### src/sv/assert_macros.svh
// assertion helpers for the rtl top file base64_stream_decoder.sv
// each macro expects clk and rst_n in scope
`ifndef ASSERT_MACROS_SVH
`define ASSERT_MACROS_SVH

// property that must hold at every clock edge outside reset
`define B64D_ASSERT(lbl, prop, msg) \
    lbl: assert property (@(posedge clk) disable iff (!rst_n) (prop)) else $error(msg);

// consequence that must hold in the cycle after the trigger
`define B64D_ASSERT_NEXT(lbl, ante, cons, msg) \
    lbl: assert property (@(posedge clk) disable iff (!rst_n) (ante) |=> (cons)) else $error(msg);

`endif

### src/sv/b64d_pkg.sv
// ----------------------------------------------------------------------------
// b64d_pkg
// Shared types, codes and the alphabet lookup of the Base64 stream decoder.
// ----------------------------------------------------------------------------
`default_nettype none

package b64d_pkg;

    // result queue depth, a power of two of at least MAX_ITEMS
    localparam int unsigned QUEUE_DEPTH = 8;
    // most result items one character can cause
    localparam int unsigned MAX_ITEMS = 4;
    localparam int unsigned ITEM_CNT_W = $clog2(MAX_ITEMS + 1);

    localparam logic [15:0] MAX_BYTES_RESET = 16'd300;

    // alphabet codes beyond the 64 sextet values
    localparam logic [6:0] CODE_SKIP = 7'd64;
    localparam logic [6:0] CODE_PAD  = 7'd65;
    localparam logic [6:0] CODE_BAD  = 7'd66;

    // final item status codes
    localparam logic [1:0] STATUS_OK       = 2'd0;
    localparam logic [1:0] STATUS_INVALID  = 2'd1;
    localparam logic [1:0] STATUS_OVERFLOW = 2'd2;

    typedef enum logic [1:0] {
        MODE_DECODE,
        MODE_PADDED,
        MODE_DROP
    } text_mode_t;

    typedef struct packed {
        logic [7:0]  data_byte;
        logic        is_data;
        logic [1:0]  decode_status;
        logic [15:0] byte_count;
        logic        last_of_run;
    } result_t;

    // items produced by one accepted character, lowest index first
    typedef struct packed {
        logic [ITEM_CNT_W-1:0]      count;
        result_t [MAX_ITEMS-1:0]    items;
    } result_batch_t;

    // standard alphabet to sextet, or one of the special codes
    function automatic logic [6:0] classify(input logic [7:0] ch);
        logic [7:0] diff;
        logic [6:0] code;
        diff = 8'd0;
        code = CODE_BAD;
        if (ch >= "A" && ch <= "Z")
        begin
            diff = ch - 8'h41;
            code = diff[6:0];
        end
        else if (ch >= "a" && ch <= "z")
        begin
            diff = ch - 8'h61 + 8'd26;
            code = diff[6:0];
        end
        else if (ch >= "0" && ch <= "9")
        begin
            diff = ch - 8'h30 + 8'd52;
            code = diff[6:0];
        end
        else if (ch == "+")
        begin
            code = 7'd62;
        end
        else if (ch == "/")
        begin
            code = 7'd63;
        end
        else if (ch == 8'h0A)
        begin
            code = CODE_SKIP;
        end
        else if (ch == "=")
        begin
            code = CODE_PAD;
        end
        return code;
    endfunction

endpackage

`default_nettype wire

### src/sv/b64d_decode.sv
// ----------------------------------------------------------------------------
// b64d_decode
// Per-text decode state and the single-pass logic that turns one accepted
// character into up to four result items.
// ----------------------------------------------------------------------------
`default_nettype none

module b64d_decode
(
    input  wire logic                   clk,
    input  wire logic                   rst_n,
    input  wire logic                   cfg_we,
    input  wire logic [15:0]            cfg_data,
    input  wire logic                   fire,
    input  wire logic [7:0]             text_char,
    input  wire logic                   end_of_text,
    output b64d_pkg::result_batch_t     batch
);

    logic [15:0]            max_reg;
    logic [17:0]            buf_reg, buf_next;
    logic [1:0]             cnt_reg, cnt_next;
    logic [15:0]            dc_reg, dc_next;
    b64d_pkg::text_mode_t   mode_reg, mode_next;
    logic [1:0]             err_reg, err_next;

    // state after the character itself
    logic [6:0]             code;
    logic [17:0]            mid_buf;
    logic [1:0]             mid_cnt;
    logic [15:0]            mid_dc;
    b64d_pkg::text_mode_t   mid_mode;
    logic [1:0]             mid_err;
    logic                   grp_emit;
    logic [23:0]            group;
    logic [16:0]            grp_sum;

    // end of text handling
    logic                   tail2, tail1;
    logic [16:0]            tail_sum;
    logic [15:0]            end_dc;
    logic [1:0]             end_err;

    // configuration register
    always_ff @(posedge clk or negedge rst_n)
    begin
        if (!rst_n)
            max_reg <= b64d_pkg::MAX_BYTES_RESET;
        else if (cfg_we)
            max_reg <= cfg_data;
    end

    // character step: classify and gather sextets
    always_comb
    begin
        code     = b64d_pkg::classify(text_char);
        mid_buf  = buf_reg;
        mid_cnt  = cnt_reg;
        mid_dc   = dc_reg;
        mid_mode = mode_reg;
        mid_err  = err_reg;
        grp_emit = 1'b0;
        group    = {buf_reg, code[5:0]};
        grp_sum  = {1'b0, dc_reg} + 17'd3;
        if (mode_reg == b64d_pkg::MODE_DECODE)
        begin
            priority if (code == b64d_pkg::CODE_BAD)
            begin
                mid_err  = b64d_pkg::STATUS_INVALID;
                mid_mode = b64d_pkg::MODE_DROP;
            end
            else if (code == b64d_pkg::CODE_PAD)
            begin
                mid_mode = b64d_pkg::MODE_PADDED;
            end
            else if (code != b64d_pkg::CODE_SKIP)
            begin
                if (cnt_reg == 2'd3)
                begin
                    if (grp_sum > {1'b0, max_reg})
                    begin
                        mid_err  = b64d_pkg::STATUS_OVERFLOW;
                        mid_mode = b64d_pkg::MODE_DROP;
                    end
                    else
                    begin
                        grp_emit = 1'b1;
                        mid_dc   = grp_sum[15:0];
                    end
                    mid_buf = 18'd0;
                    mid_cnt = 2'd0;
                end
                else
                begin
                    mid_buf = {buf_reg[11:0], code[5:0]};
                    mid_cnt = cnt_reg + 2'd1;
                end
            end
        end
    end

    // end step: flush the partial group and close the text
    always_comb
    begin
        tail2    = 1'b0;
        tail1    = 1'b0;
        end_dc   = mid_dc;
        end_err  = mid_err;
        tail_sum = {1'b0, mid_dc} + ((mid_cnt == 2'd3) ? 17'd2 : 17'd1);
        if (end_of_text && mid_mode != b64d_pkg::MODE_DROP
            && (mid_cnt == 2'd3 || mid_cnt == 2'd2))
        begin
            if (tail_sum > {1'b0, max_reg})
            begin
                end_err = b64d_pkg::STATUS_OVERFLOW;
            end
            else
            begin
                tail2  = (mid_cnt == 2'd3);
                tail1  = (mid_cnt == 2'd2);
                end_dc = tail_sum[15:0];
            end
        end
    end

    // next state
    always_comb
    begin
        buf_next  = buf_reg;
        cnt_next  = cnt_reg;
        dc_next   = dc_reg;
        mode_next = mode_reg;
        err_next  = err_reg;
        if (fire)
        begin
            if (end_of_text)
            begin
                buf_next  = 18'd0;
                cnt_next  = 2'd0;
                dc_next   = 16'd0;
                mode_next = b64d_pkg::MODE_DECODE;
                err_next  = b64d_pkg::STATUS_OK;
            end
            else
            begin
                buf_next  = mid_buf;
                cnt_next  = mid_cnt;
                dc_next   = mid_dc;
                mode_next = mid_mode;
                err_next  = mid_err;
            end
        end
    end

    always_ff @(posedge clk or negedge rst_n)
    begin
        if (!rst_n)
        begin
            buf_reg  <= 18'd0;
            cnt_reg  <= 2'd0;
            dc_reg   <= 16'd0;
            mode_reg <= b64d_pkg::MODE_DECODE;
            err_reg  <= b64d_pkg::STATUS_OK;
        end
        else
        begin
            buf_reg  <= buf_next;
            cnt_reg  <= cnt_next;
            dc_reg   <= dc_next;
            mode_reg <= mode_next;
            err_reg  <= err_next;
        end
    end

    // result items: data bytes first, then the final status item
    always_comb
    begin
        batch = '0;
        for (int i = 0; i < b64d_pkg::MAX_ITEMS; i++)
            batch.items[i].is_data = 1'b1;
        if (grp_emit)
        begin
            batch.items[0].data_byte = group[23:16];
            batch.items[1].data_byte = group[15:8];
            batch.items[2].data_byte = group[7:0];
            batch.count = b64d_pkg::ITEM_CNT_W'(3);
        end
        else if (tail2)
        begin
            batch.items[0].data_byte = mid_buf[17:10];
            batch.items[1].data_byte = mid_buf[9:2];
            batch.count = b64d_pkg::ITEM_CNT_W'(2);
        end
        else if (tail1)
        begin
            batch.items[0].data_byte = mid_buf[11:4];
            batch.count = b64d_pkg::ITEM_CNT_W'(1);
        end
        if (end_of_text)
        begin
            batch.items[batch.count[1:0]].data_byte     = 8'd0;
            batch.items[batch.count[1:0]].is_data       = 1'b0;
            batch.items[batch.count[1:0]].decode_status = end_err;
            batch.items[batch.count[1:0]].byte_count    = end_dc;
            batch.items[batch.count[1:0]].last_of_run   = 1'b1;
            batch.count = batch.count + b64d_pkg::ITEM_CNT_W'(1);
        end
        if (!fire)
            batch.count = '0;
    end

endmodule

`default_nettype wire

### src/sv/b64d_queue.sv
// ----------------------------------------------------------------------------
// b64d_queue
// Result queue: takes up to four items in one cycle, hands out one item per
// cycle while out_ready is high on the output handshake.
// ----------------------------------------------------------------------------
`default_nettype none

module b64d_queue
#(
    parameter int unsigned DEPTH = b64d_pkg::QUEUE_DEPTH,
    localparam int unsigned PTR_W = $clog2(DEPTH),
    localparam int unsigned CNT_W = $clog2(DEPTH + 1)
)
(
    input  wire logic                   clk,
    input  wire logic                   rst_n,
    input  wire b64d_pkg::result_batch_t batch,
    output logic                        in_ready,
    output logic                        out_valid,
    input  wire logic                   out_ready,
    output b64d_pkg::result_t           out_item,
    output logic [CNT_W-1:0]            level
);

    localparam logic [CNT_W-1:0] READY_LIMIT = CNT_W'(DEPTH - b64d_pkg::MAX_ITEMS);

    b64d_pkg::result_t      mem [DEPTH];
    logic [PTR_W-1:0]       wr_ptr_reg, wr_ptr_next;
    logic [PTR_W-1:0]       rd_ptr_reg, rd_ptr_next;
    logic [CNT_W-1:0]       level_reg, level_next;
    logic                   pop;

    // room for a full batch of items
    assign in_ready  = (level_reg <= READY_LIMIT);
    assign out_valid = (level_reg != '0);
    assign out_item  = mem[rd_ptr_reg];
    assign level     = level_reg;
    assign pop       = out_valid & out_ready;

    // pointer and fill level update
    always_comb
    begin
        wr_ptr_next = wr_ptr_reg + PTR_W'(batch.count);
        rd_ptr_next = rd_ptr_reg + PTR_W'(pop);
        level_next  = level_reg + CNT_W'(batch.count) - CNT_W'(pop);
    end

    always_ff @(posedge clk or negedge rst_n)
    begin
        if (!rst_n)
        begin
            wr_ptr_reg <= '0;
            rd_ptr_reg <= '0;
            level_reg  <= '0;
        end
        else
        begin
            wr_ptr_reg <= wr_ptr_next;
            rd_ptr_reg <= rd_ptr_next;
            level_reg  <= level_next;
        end
    end

    // item storage, written at consecutive slots
    always_ff @(posedge clk)
    begin
        for (int i = 0; i < b64d_pkg::MAX_ITEMS; i++)
        begin
            if (b64d_pkg::ITEM_CNT_W'(i) < batch.count)
                mem[wr_ptr_reg + PTR_W'(i)] <= batch.items[i];
        end
    end

endmodule

`default_nettype wire

### src/sv/base64_stream_decoder.sv
// ----------------------------------------------------------------------------
// base64_stream_decoder
// Base64 text decoder, one character per input item, decoded bytes and one
// closing status item per text on the output stream.
// ----------------------------------------------------------------------------
// usage
//   s_axis: one character per item in tdata, tlast marks the text's last one
//   m_axis: tuser high for a data byte item, low for the final status item;
//           tlast is high on the status item, which carries status and count
//   cfg_we/cfg_data: writes max_output_bytes, only while the block is idle
// order: results of a character enter the result queue at its accept and reach m_axis behind older items
// throughput: one character per cycle while the result queue has room for
//   four items; the output side drains one item per cycle while m_axis_tready is high,
//   so the queue depth (QUEUE_DEPTH) sets how long a three-byte group burst can be absorbed
// reset: decode state clears, the queue empties, max_output_bytes goes to 300
// stall: a stalled receiver holds the head item; s_axis_tready drops once
//   fewer than four free queue slots remain, so no item is ever lost
// ----------------------------------------------------------------------------
`default_nettype none
`include "assert_macros.svh"

module base64_stream_decoder
#(
    parameter int unsigned QUEUE_DEPTH = b64d_pkg::QUEUE_DEPTH
)
(
    input  wire logic           clk,
    input  wire logic           rst_n,
    // configuration
    input  wire logic           cfg_we,
    input  wire logic [15:0]    cfg_data,
    // character input
    input  wire logic           s_axis_tvalid,
    output logic                s_axis_tready,
    input  wire logic [7:0]     s_axis_tdata,   // text_char[7:0]
    input  wire logic           s_axis_tlast,
    // result output
    output logic                m_axis_tvalid,
    input  wire logic           m_axis_tready,
    output logic [31:0]         m_axis_tdata,   // data_byte[7:0], decode_status[9:8],
                                                // byte_count[25:10], zero[31:26]
    output logic                m_axis_tuser,   // is_data
    output logic                m_axis_tlast
);

    localparam int unsigned CNT_W = $clog2(QUEUE_DEPTH + 1);
    localparam logic [CNT_W-1:0] LEVEL_MAX = CNT_W'(QUEUE_DEPTH);

    logic                       fire;
    b64d_pkg::result_batch_t    batch;
    b64d_pkg::result_t          head;
    logic [CNT_W-1:0]           level;

    assign fire = s_axis_tvalid & s_axis_tready;

    // per-character decode
    b64d_decode u_decode
    (
        .clk         (clk),
        .rst_n       (rst_n),
        .cfg_we      (cfg_we),
        .cfg_data    (cfg_data),
        .fire        (fire),
        .text_char   (s_axis_tdata),
        .end_of_text (s_axis_tlast),
        .batch       (batch)
    );

    // result queue
    b64d_queue #(
        .DEPTH (QUEUE_DEPTH)
    ) u_queue
    (
        .clk       (clk),
        .rst_n     (rst_n),
        .batch     (batch),
        .in_ready  (s_axis_tready),
        .out_valid (m_axis_tvalid),
        .out_ready (m_axis_tready),
        .out_item  (head),
        .level     (level)
    );

    // output packing
    assign m_axis_tdata = {6'd0, head.byte_count, head.decode_status, head.data_byte};
    assign m_axis_tuser = head.is_data;
    assign m_axis_tlast = head.last_of_run;

    // checks
    `B64D_ASSERT(a_level_bound, level <= LEVEL_MAX, "result queue overfilled")
    `B64D_ASSERT_NEXT(a_end_gives_item, fire && s_axis_tlast, m_axis_tvalid,
        "no result after end of text")
    `B64D_ASSERT(a_data_not_last, !(m_axis_tvalid && m_axis_tuser && m_axis_tlast),
        "data item marked as last")

endmodule

`default_nettype wire

### config.mk
export PLATFORM = sky130hd
export DESIGN_NAME = base64_stream_decoder
export DESIGN_NICKNAME = d
export VERILOG_FILES = /design/src/sv/b64d_pkg.sv /design/src/sv/b64d_decode.sv /design/src/sv/b64d_queue.sv /design/src/sv/base64_stream_decoder.sv
export VERILOG_INCLUDE_DIRS = /design/src /design/src/sv
export SDC_FILE = /design/constraint.sdc
export NUM_CORES = 1
export LEC_CHECK = 0
export BUFFER_PORTS_ARGS = -buffer_cell sky130_fd_sc_hd__clkbuf_2
export CORE_UTILIZATION = 33
export DETAILED_ROUTE_END_ITERATION = 16
export HOLD_SLACK_MARGIN = 0.02
export PLACE_DENSITY_LB_ADDON = 0.2
export RECOVER_POWER = 25
export SETUP_SLACK_MARGIN = 0.4
export SKIP_CTS_REPAIR_TIMING = 1
export SLEW_MARGIN = 20
export SYNTH_ARGS = -nofsm -noshare
export SYNTH_HDL_FRONTEND = slang
export SYNTH_HIERARCHICAL = 1
export SYNTH_SLANG_ARGS = --single-unit
export TNS_END_PERCENT = 10
### constraint.sdc
create_clock -name clk -period 30.2 [get_ports clk]
set_clock_uncertainty 0.2 [all_clocks]
set_input_delay 6.04 -clock clk [delete_from_list [all_inputs] [get_ports clk]]
set_output_delay 6.04 -clock clk [all_outputs]
set_load 0.02 [all_outputs]
# Word-level counts from Yosys, hierarchy flattened
# Memories as Yosys holds them, arrays and structs flattened.
# Index checks and enable logic that the tools add are counted.
op_classes:
  order_cmp: 15
  n_reduce_logical: 12
  muxes: 89
  eq_ne: 13
  n_addsub: 16
  bitwise: 2
op_table:
  columns: ["operator", "n"]
  rows:
  - ["bitwise mux 112 bit", 5]
  - ["demux 28 bit (select 2 bit)", 5]
  - ["2-to-1 mux 16 bit", 9]
  - ["2-to-1 mux 115 bit", 1]
  - ["2-to-1 mux 18 bit", 6]
  - ["2-to-1 mux 2 bit", 24]
  - ["2-to-1 mux 8 bit", 6]
  - ["2-to-1 mux 7 bit", 6]
  - ["> comparator 17 x 16 -> 1 bit", 2]
  - ["2-to-1 mux 28 bit", 1]
  - ["equality test 8 x 6 -> 1 bit (second input constant)", 3]
  - ["2-to-1 mux 1 bit", 20]
  - ["2-to-1 mux 20 bit", 1]
  - ["2-to-1 mux 19 bit", 1]
  - ["adder 16 x 17 -> 17 bit", 1]
  - ["adder 16 x 2 -> 17 bit (second input constant)", 1]
  - ["2-to-1 mux 17 bit", 1]
  - ["greater-or-equal comparator 8 x 7 -> 1 bit (second input constant)", 2]
  - ["less-or-equal comparator 8 x 7 -> 1 bit (second input constant)", 2]
  - ["equality test 7 bit (second input constant)", 2]
  - ["subtractor 7 bit (second input constant)", 2]
  - ["2-to-1 mux 3 bit", 3]
  - ["equality test 8 x 4 -> 1 bit (second input constant)", 1]
  - ["greater-or-equal comparator 8 x 6 -> 1 bit (second input constant)", 1]
  - ["26 further kinds", 41]
totals:
  ramBits: 224
  input_bits: 30
  register_bits: 66
  memories: 1
memory_table:
  columns: ["name", "words", "word_bits", "read_ports", "rd_clocked_by_memory_dff", "write_ports", "line_no", "rtl"]
  rows:
  - ["u_queue.mem", 8, 28, 1, 0, 4, "b64d_queue.sv:27", "b64d_pkg::result_t mem [DEPTH];"]

# Longest topological paths before layout
depth:
  ltp_word: 36
  mapped_depth: 44

# Hierarchy
# Netlist, hierarchy kept.
by_module_without_submodules:
  columns: ["module", "seq_area_each_um2", "cells_each", "area_per_inst_um2", "instances"]
  rows:
  - ["b64d_queue", 6976.7, 1565, 15120.8, 1]
  - ["b64d_decode", 1406.3, 814, 6333.6, 1]
  - ["base64_stream_decoder", 0.0, 8, 55.1, 1]

# Worst setup path after synthesis
# No wires, ideal clock.
synth_timing:
  kind: "input to register"
  from: "input s_axis_tdata[2]"
  to: "memory u_queue/mem[2][0] in the netlist's numbering, enable pin"
  n_path_buf: 4
  arrival_time_ns: 15.314
  setup_ns: 0.422
  path_stages: 37
  slack_ns: 14.264
  cell_sequence: "clkbuf_1 inv_1 ha_1 nor2b_1 o21bai_1 a32oi_1 nor4_1 o211ai_1 o21ai_1 clkbuf_1 nor3b_1 nor2_1 ha_1 inv_1 fa_1 a21oi_1 a22oi_1 a211oi_2 buf_2 nand2_1 xor2_1 ha_1 nand4_1 or4_1 o22ai_1 a21o_1 nand3_1 a211oi_2 clkbuf_1 nor2_1 ha_1 mux2_2 nor2_1 inv_1 nand2_1 o21ai_0 o211ai_1"
synth_rtl:
  columns: ["element", "line_no", "rtl"]
  rows:
  - ["start: declaration", "base64_stream_decoder.sv:35", "input wire logic [7:0] s_axis_tdata,"]
  - ["end: declaration", "b64d_queue.sv:27", null]

==> summary.txt <==
Floorplan
  • Die X-Extent: 257.3 um
  • Number of top-level pins: between 60 and 70
  • Overall die height: 257.3 um
  • Initial core utilization: between 30% and 40%
  • Total Die Area: 0.06621 sq mm
  • Placement row count: 93
  • Area of the core: between 0.06 and 0.07 sq mm

Critical path
  • R2r worst-path depth: 40
  • Endpoint kind of the worst setup timing path: register
  • Critical Path Max Stage Delay: approximately 990 ps
  • Signal arrival time at the worst endpoint: around 18000 ps
  • Critical register-to-register path endpoint: u_queue/mem[7][18]
  • Slowest CP cell: clkbuf_1
  • Required time at the worst-slack endpoint: 30230 ps
  • Path type of the worst setup path: in2reg
  • Max Fanout on Critical Path: 30
  • Launching element of the worst setup path: s_axis_tdata[2]
  • Flop2flop setup slack: 16940 ps
  • R2r startpoint: u_decode/dc_reg[0]
  • Crit path launch type: input port
  • Most used cell, CP: ha_1

Drt
  • Wire length reported by the detailed router: 85.56 mm
  • DRC violation count after routing: 0
  • Per-cell routed wire length: about 27 um
  • Via density: 6.343
  • Number of DRC markers in iteration 0: between 2000 and 2500
  • Number of routed nets with antenna violations: 0
  • Overall via count from detail_route: 19890
  • Iteration count of the initial detailed-routing pass: 6

Synthesis
  • Number of enable flip-flop cells after synthesis: around 220
  • Flops & latches, synth: between 200 and 300
  • Number of warnings reported in the yosys synthesis log: 6
  • Share of flip-flops with an asynchronous set or reset after synthesis: 22.76%
  • Dominant cells by area after synthesis: edfxtp_1 (31%), nand2_1 (8.9%), dfrtp_1 (7.2%)
  • Area share of the largest cell type after synthesis: 31.27%
  • Count of cell types in the netlist: 93
  • Largest area contributor in the netlist: edfxtp_1
  • Primary FF master, synth: edfxtp_1
  • Portion of the post-synthesis area used by sequential elements: 38.97%
  • Post-synth design cell area: approximately 0.022 sq mm
  • Average footprint of a synthesized cell: 9.011 sq um
  • Number of instances in the synthesized netlist: 2387

Global route
  • Total GRT Usage: 25.26%
  • Total grt overflow: 0
  • Initial antenna violation count: 0
  • Number of global-route vias before repair: 19130
  • Largest net degree at the start of global routing: 67
  • Wire length of the first global-routing pass: 126.2 mm

Power
  • Internal cell power: around 960 uW
  • Net switching component of the power: 562.6 uW
  • Sequential power share: between 30% and 40%
  • Switching share of total power: 37.05%
  • Clock network power share: 29.4%
  • Pleak: roughly 7.6 nW
  • Portion of total power attributed to combinational logic: 35.9%
  • Power density of the placed cells: 65.72 mW/mm^2
  • Maximum vdd drop: 32.91 uV

STA
  • Worst rel slew slack: -187.5%
  • Setup TNS: 0 ps
  • Slew at the pin with the worst max-slew slack: 4313 ps
  • Final setup fails: 0
  • Setup repair after global routing missed its margin: no
  • Min Tclk post-route: 17980 ps
  • Final worst-path cycle share: between 50% and 60%
  • Highest Clock Rate: approximately 56 MHz
  • Final number of max-transition violations: 124
  • Hold Fails Final Rpt: 0

Run status
  • Failing checks: max-capacitance violations, max-slew violations
  • Run status: finished with violations

Hold path
  • Hold depth: 1
  • Hold/Removal Path Class: reg2reg
  • Worst min-delay path endpoint: u_decode/err_reg[1]
  • Hold path startpoint: u_decode/err_reg[1]

Final layout
  • Number of cells in the finished layout apart from fillers: approximately 3100
  • Proportion of layout cells with a drive suffix above 1: 13.11%
  • Synthesis-to-layout area growth: 7.428%
  • Flip-flop count of the largest register, all copies and words added: 224
  • Number of nets in the finished design: approximately 2300
  • Antenna diode count: 0

Clock tree
  • Total clock buffers created by CTS: 37
  • Clk_lat worst skew: ~580 ps
  • Clock tree from TritonCTS: built
  • Clock buffer depth: 3
  • H-tree depth reported by CTS: 2
  • Sink Count: 290
  • Clock edge transition at the registers on the reported setup and hold paths: about 60 ps
  • Root Driver: clkbuf_16

Placement
  • Placed instance count: between 3000 and 4000
  • Routability cong.: 0.8873
  • Estimated wirelength of the detail-placed design: roughly 55 mm
  • Total of buffers placed on input and output ports: 59

Run
  • Max capacitance violation total: 2
-- critical path: cells and delay by family --
family / cells / cell delay (ps)
AOI/OAI and AO/OA: 10 / 2950
xor gates and xnor gates: 1 / 240
adders and majority gates: 5 / 1690
buffers and inverters: 6 / 2070
muxes: 1 / 260
and+or+nand+nor: 15 / 4680
-- power groups by stage --
stage / clock (mW) / sequential (mW) / combinational, mW
final: 0.447 / 0.526 / 0.546
after global routing: 0.470 / 0.532 / 0.589
after CTS: 0.455 / 0.525 / 0.545
after detailed placement: 0 / 0.533 / 0.543
after global placement: 0 / 0.533 / 0.537
after floorplan: 0 / 0.504 / 0.404
-- cell usage after synthesis, drive strengths merged (19+ instances only) --
| master | instances |
|---|---|
| and2 | 25 |
| o2bb2ai | 19 |
| o21ai | 47 |
| buf | 213 |
| mux2 | 34 |
| nor3 | 51 |
| nand2 | 510 |
| clkbuf | 93 |
| xnor2 | 49 |
| edfxtp | 224 |
| or3 | 19 |
| nor2 | 88 |
| ha | 56 |
| nand3 | 32 |
| o211ai | 19 |
| a31oi | 224 |
| o22ai | 232 |
| mux4 | 56 |
| a21oi | 37 |
| dfrtp | 62 |
| inv | 60 |
-- kinds of logic (layout without fill, tap and decap cells) --
group	after synthesis	in the layout	share of synthesized area, %
and+or+nand+nor	793	793	16.24
AOI/OAI and AO/OA	711	711	22.49
buffers and inverters	367	249	7.853
DFF	290	290	38.97
muxes	98	98	8.016
xor gates and xnor gates	67	67	2.850
adders and majority gates	59	59	3.537
other	2	14	0.03492
-- metal layers --
metal / vias up / part of all wire [%] / track usage [%]
met5: - / 0 / 0
met1: 9748 / 40 / 33.09
li1: 8593 / - / -
met3: 240 / 10 / 6.107
met4: 0 / 4.4 / 10.88
met2: 1312 / 45 / 39.59
-- how the worst max path moves through the flow --
| stage | to |
|---|---|
| floorplan | u_queue/mem[2][0] |
| global placement | u_queue/mem[3][6] |
| detailed placement | u_queue/mem[5][1] |
| CTS | u_queue/mem[7][26] |
| global route | u_queue/mem[7][4] |
| finish | u_queue/mem[7][18] |
-- cells in the final DEF, fill, tap and decap left out, types with 10 or more instances in the layout --
| master | count |
|---|---|
| o21a_1 | 12 |
| clkinv_2 | 12 |
| xnor2_1 | 48 |
| dfrtp_1 | 60 |
| nand4_1 | 11 |
| nor2b_1 | 11 |
| nor2_1 | 84 |
| a22o_1 | 14 |
| clkbuf_1 | 35 |
| mux2_2 | 27 |
| a211oi_1 | 12 |
| or3_1 | 17 |
| a31oi_1 | 214 |
| inv_1 | 60 |
| xor2_1 | 17 |
| a21oi_1 | 34 |
| o2bb2ai_1 | 19 |
| mux4_2 | 56 |
| a22oi_1 | 18 |
| clkbuf_16 | 37 |
| edfxtp_1 | 224 |
| a31oi_2 | 10 |
| and2_1 | 20 |
| a21o_1 | 11 |
| conb_1 | 14 |
| nand2_1 | 508 |
| nor3_1 | 38 |
| ha_1 | 56 |
| buf_4 | 56 |
| nand3_1 | 31 |
| clkbuf_2 | 34 |
| o21ai_0 | 43 |
| o22ai_1 | 232 |
| o211ai_1 | 19 |
-- layout make-up --
class	count	area [sq um]
fill	6576	41360
inverter	61	229.0
clock buffer	41	940.9
clock inverter	25	235.2
sequential	290	8388
multi-input combinational	1742	11530
timing repair buffer	122	718.2
tap	855	1070
-- stage by stage --
stage               instance area [sq um]  total power, mW  setup WS (ps)  utilization [%]  hold slack [ps]
finish                              23110            1.519          12220            35.84            304.4
global route                        23110            1.591          11070            35.84            327.9
CTS                                 23150            1.525          13200            35.91            288.6
detailed placement                  21970            1.076          12660            34.09            269.1
global placement                    21970            1.070          13000            34.08            267.4
floorplan                           21550           0.9077          14260                -            251.0
(Power assumes the default switching activity.)
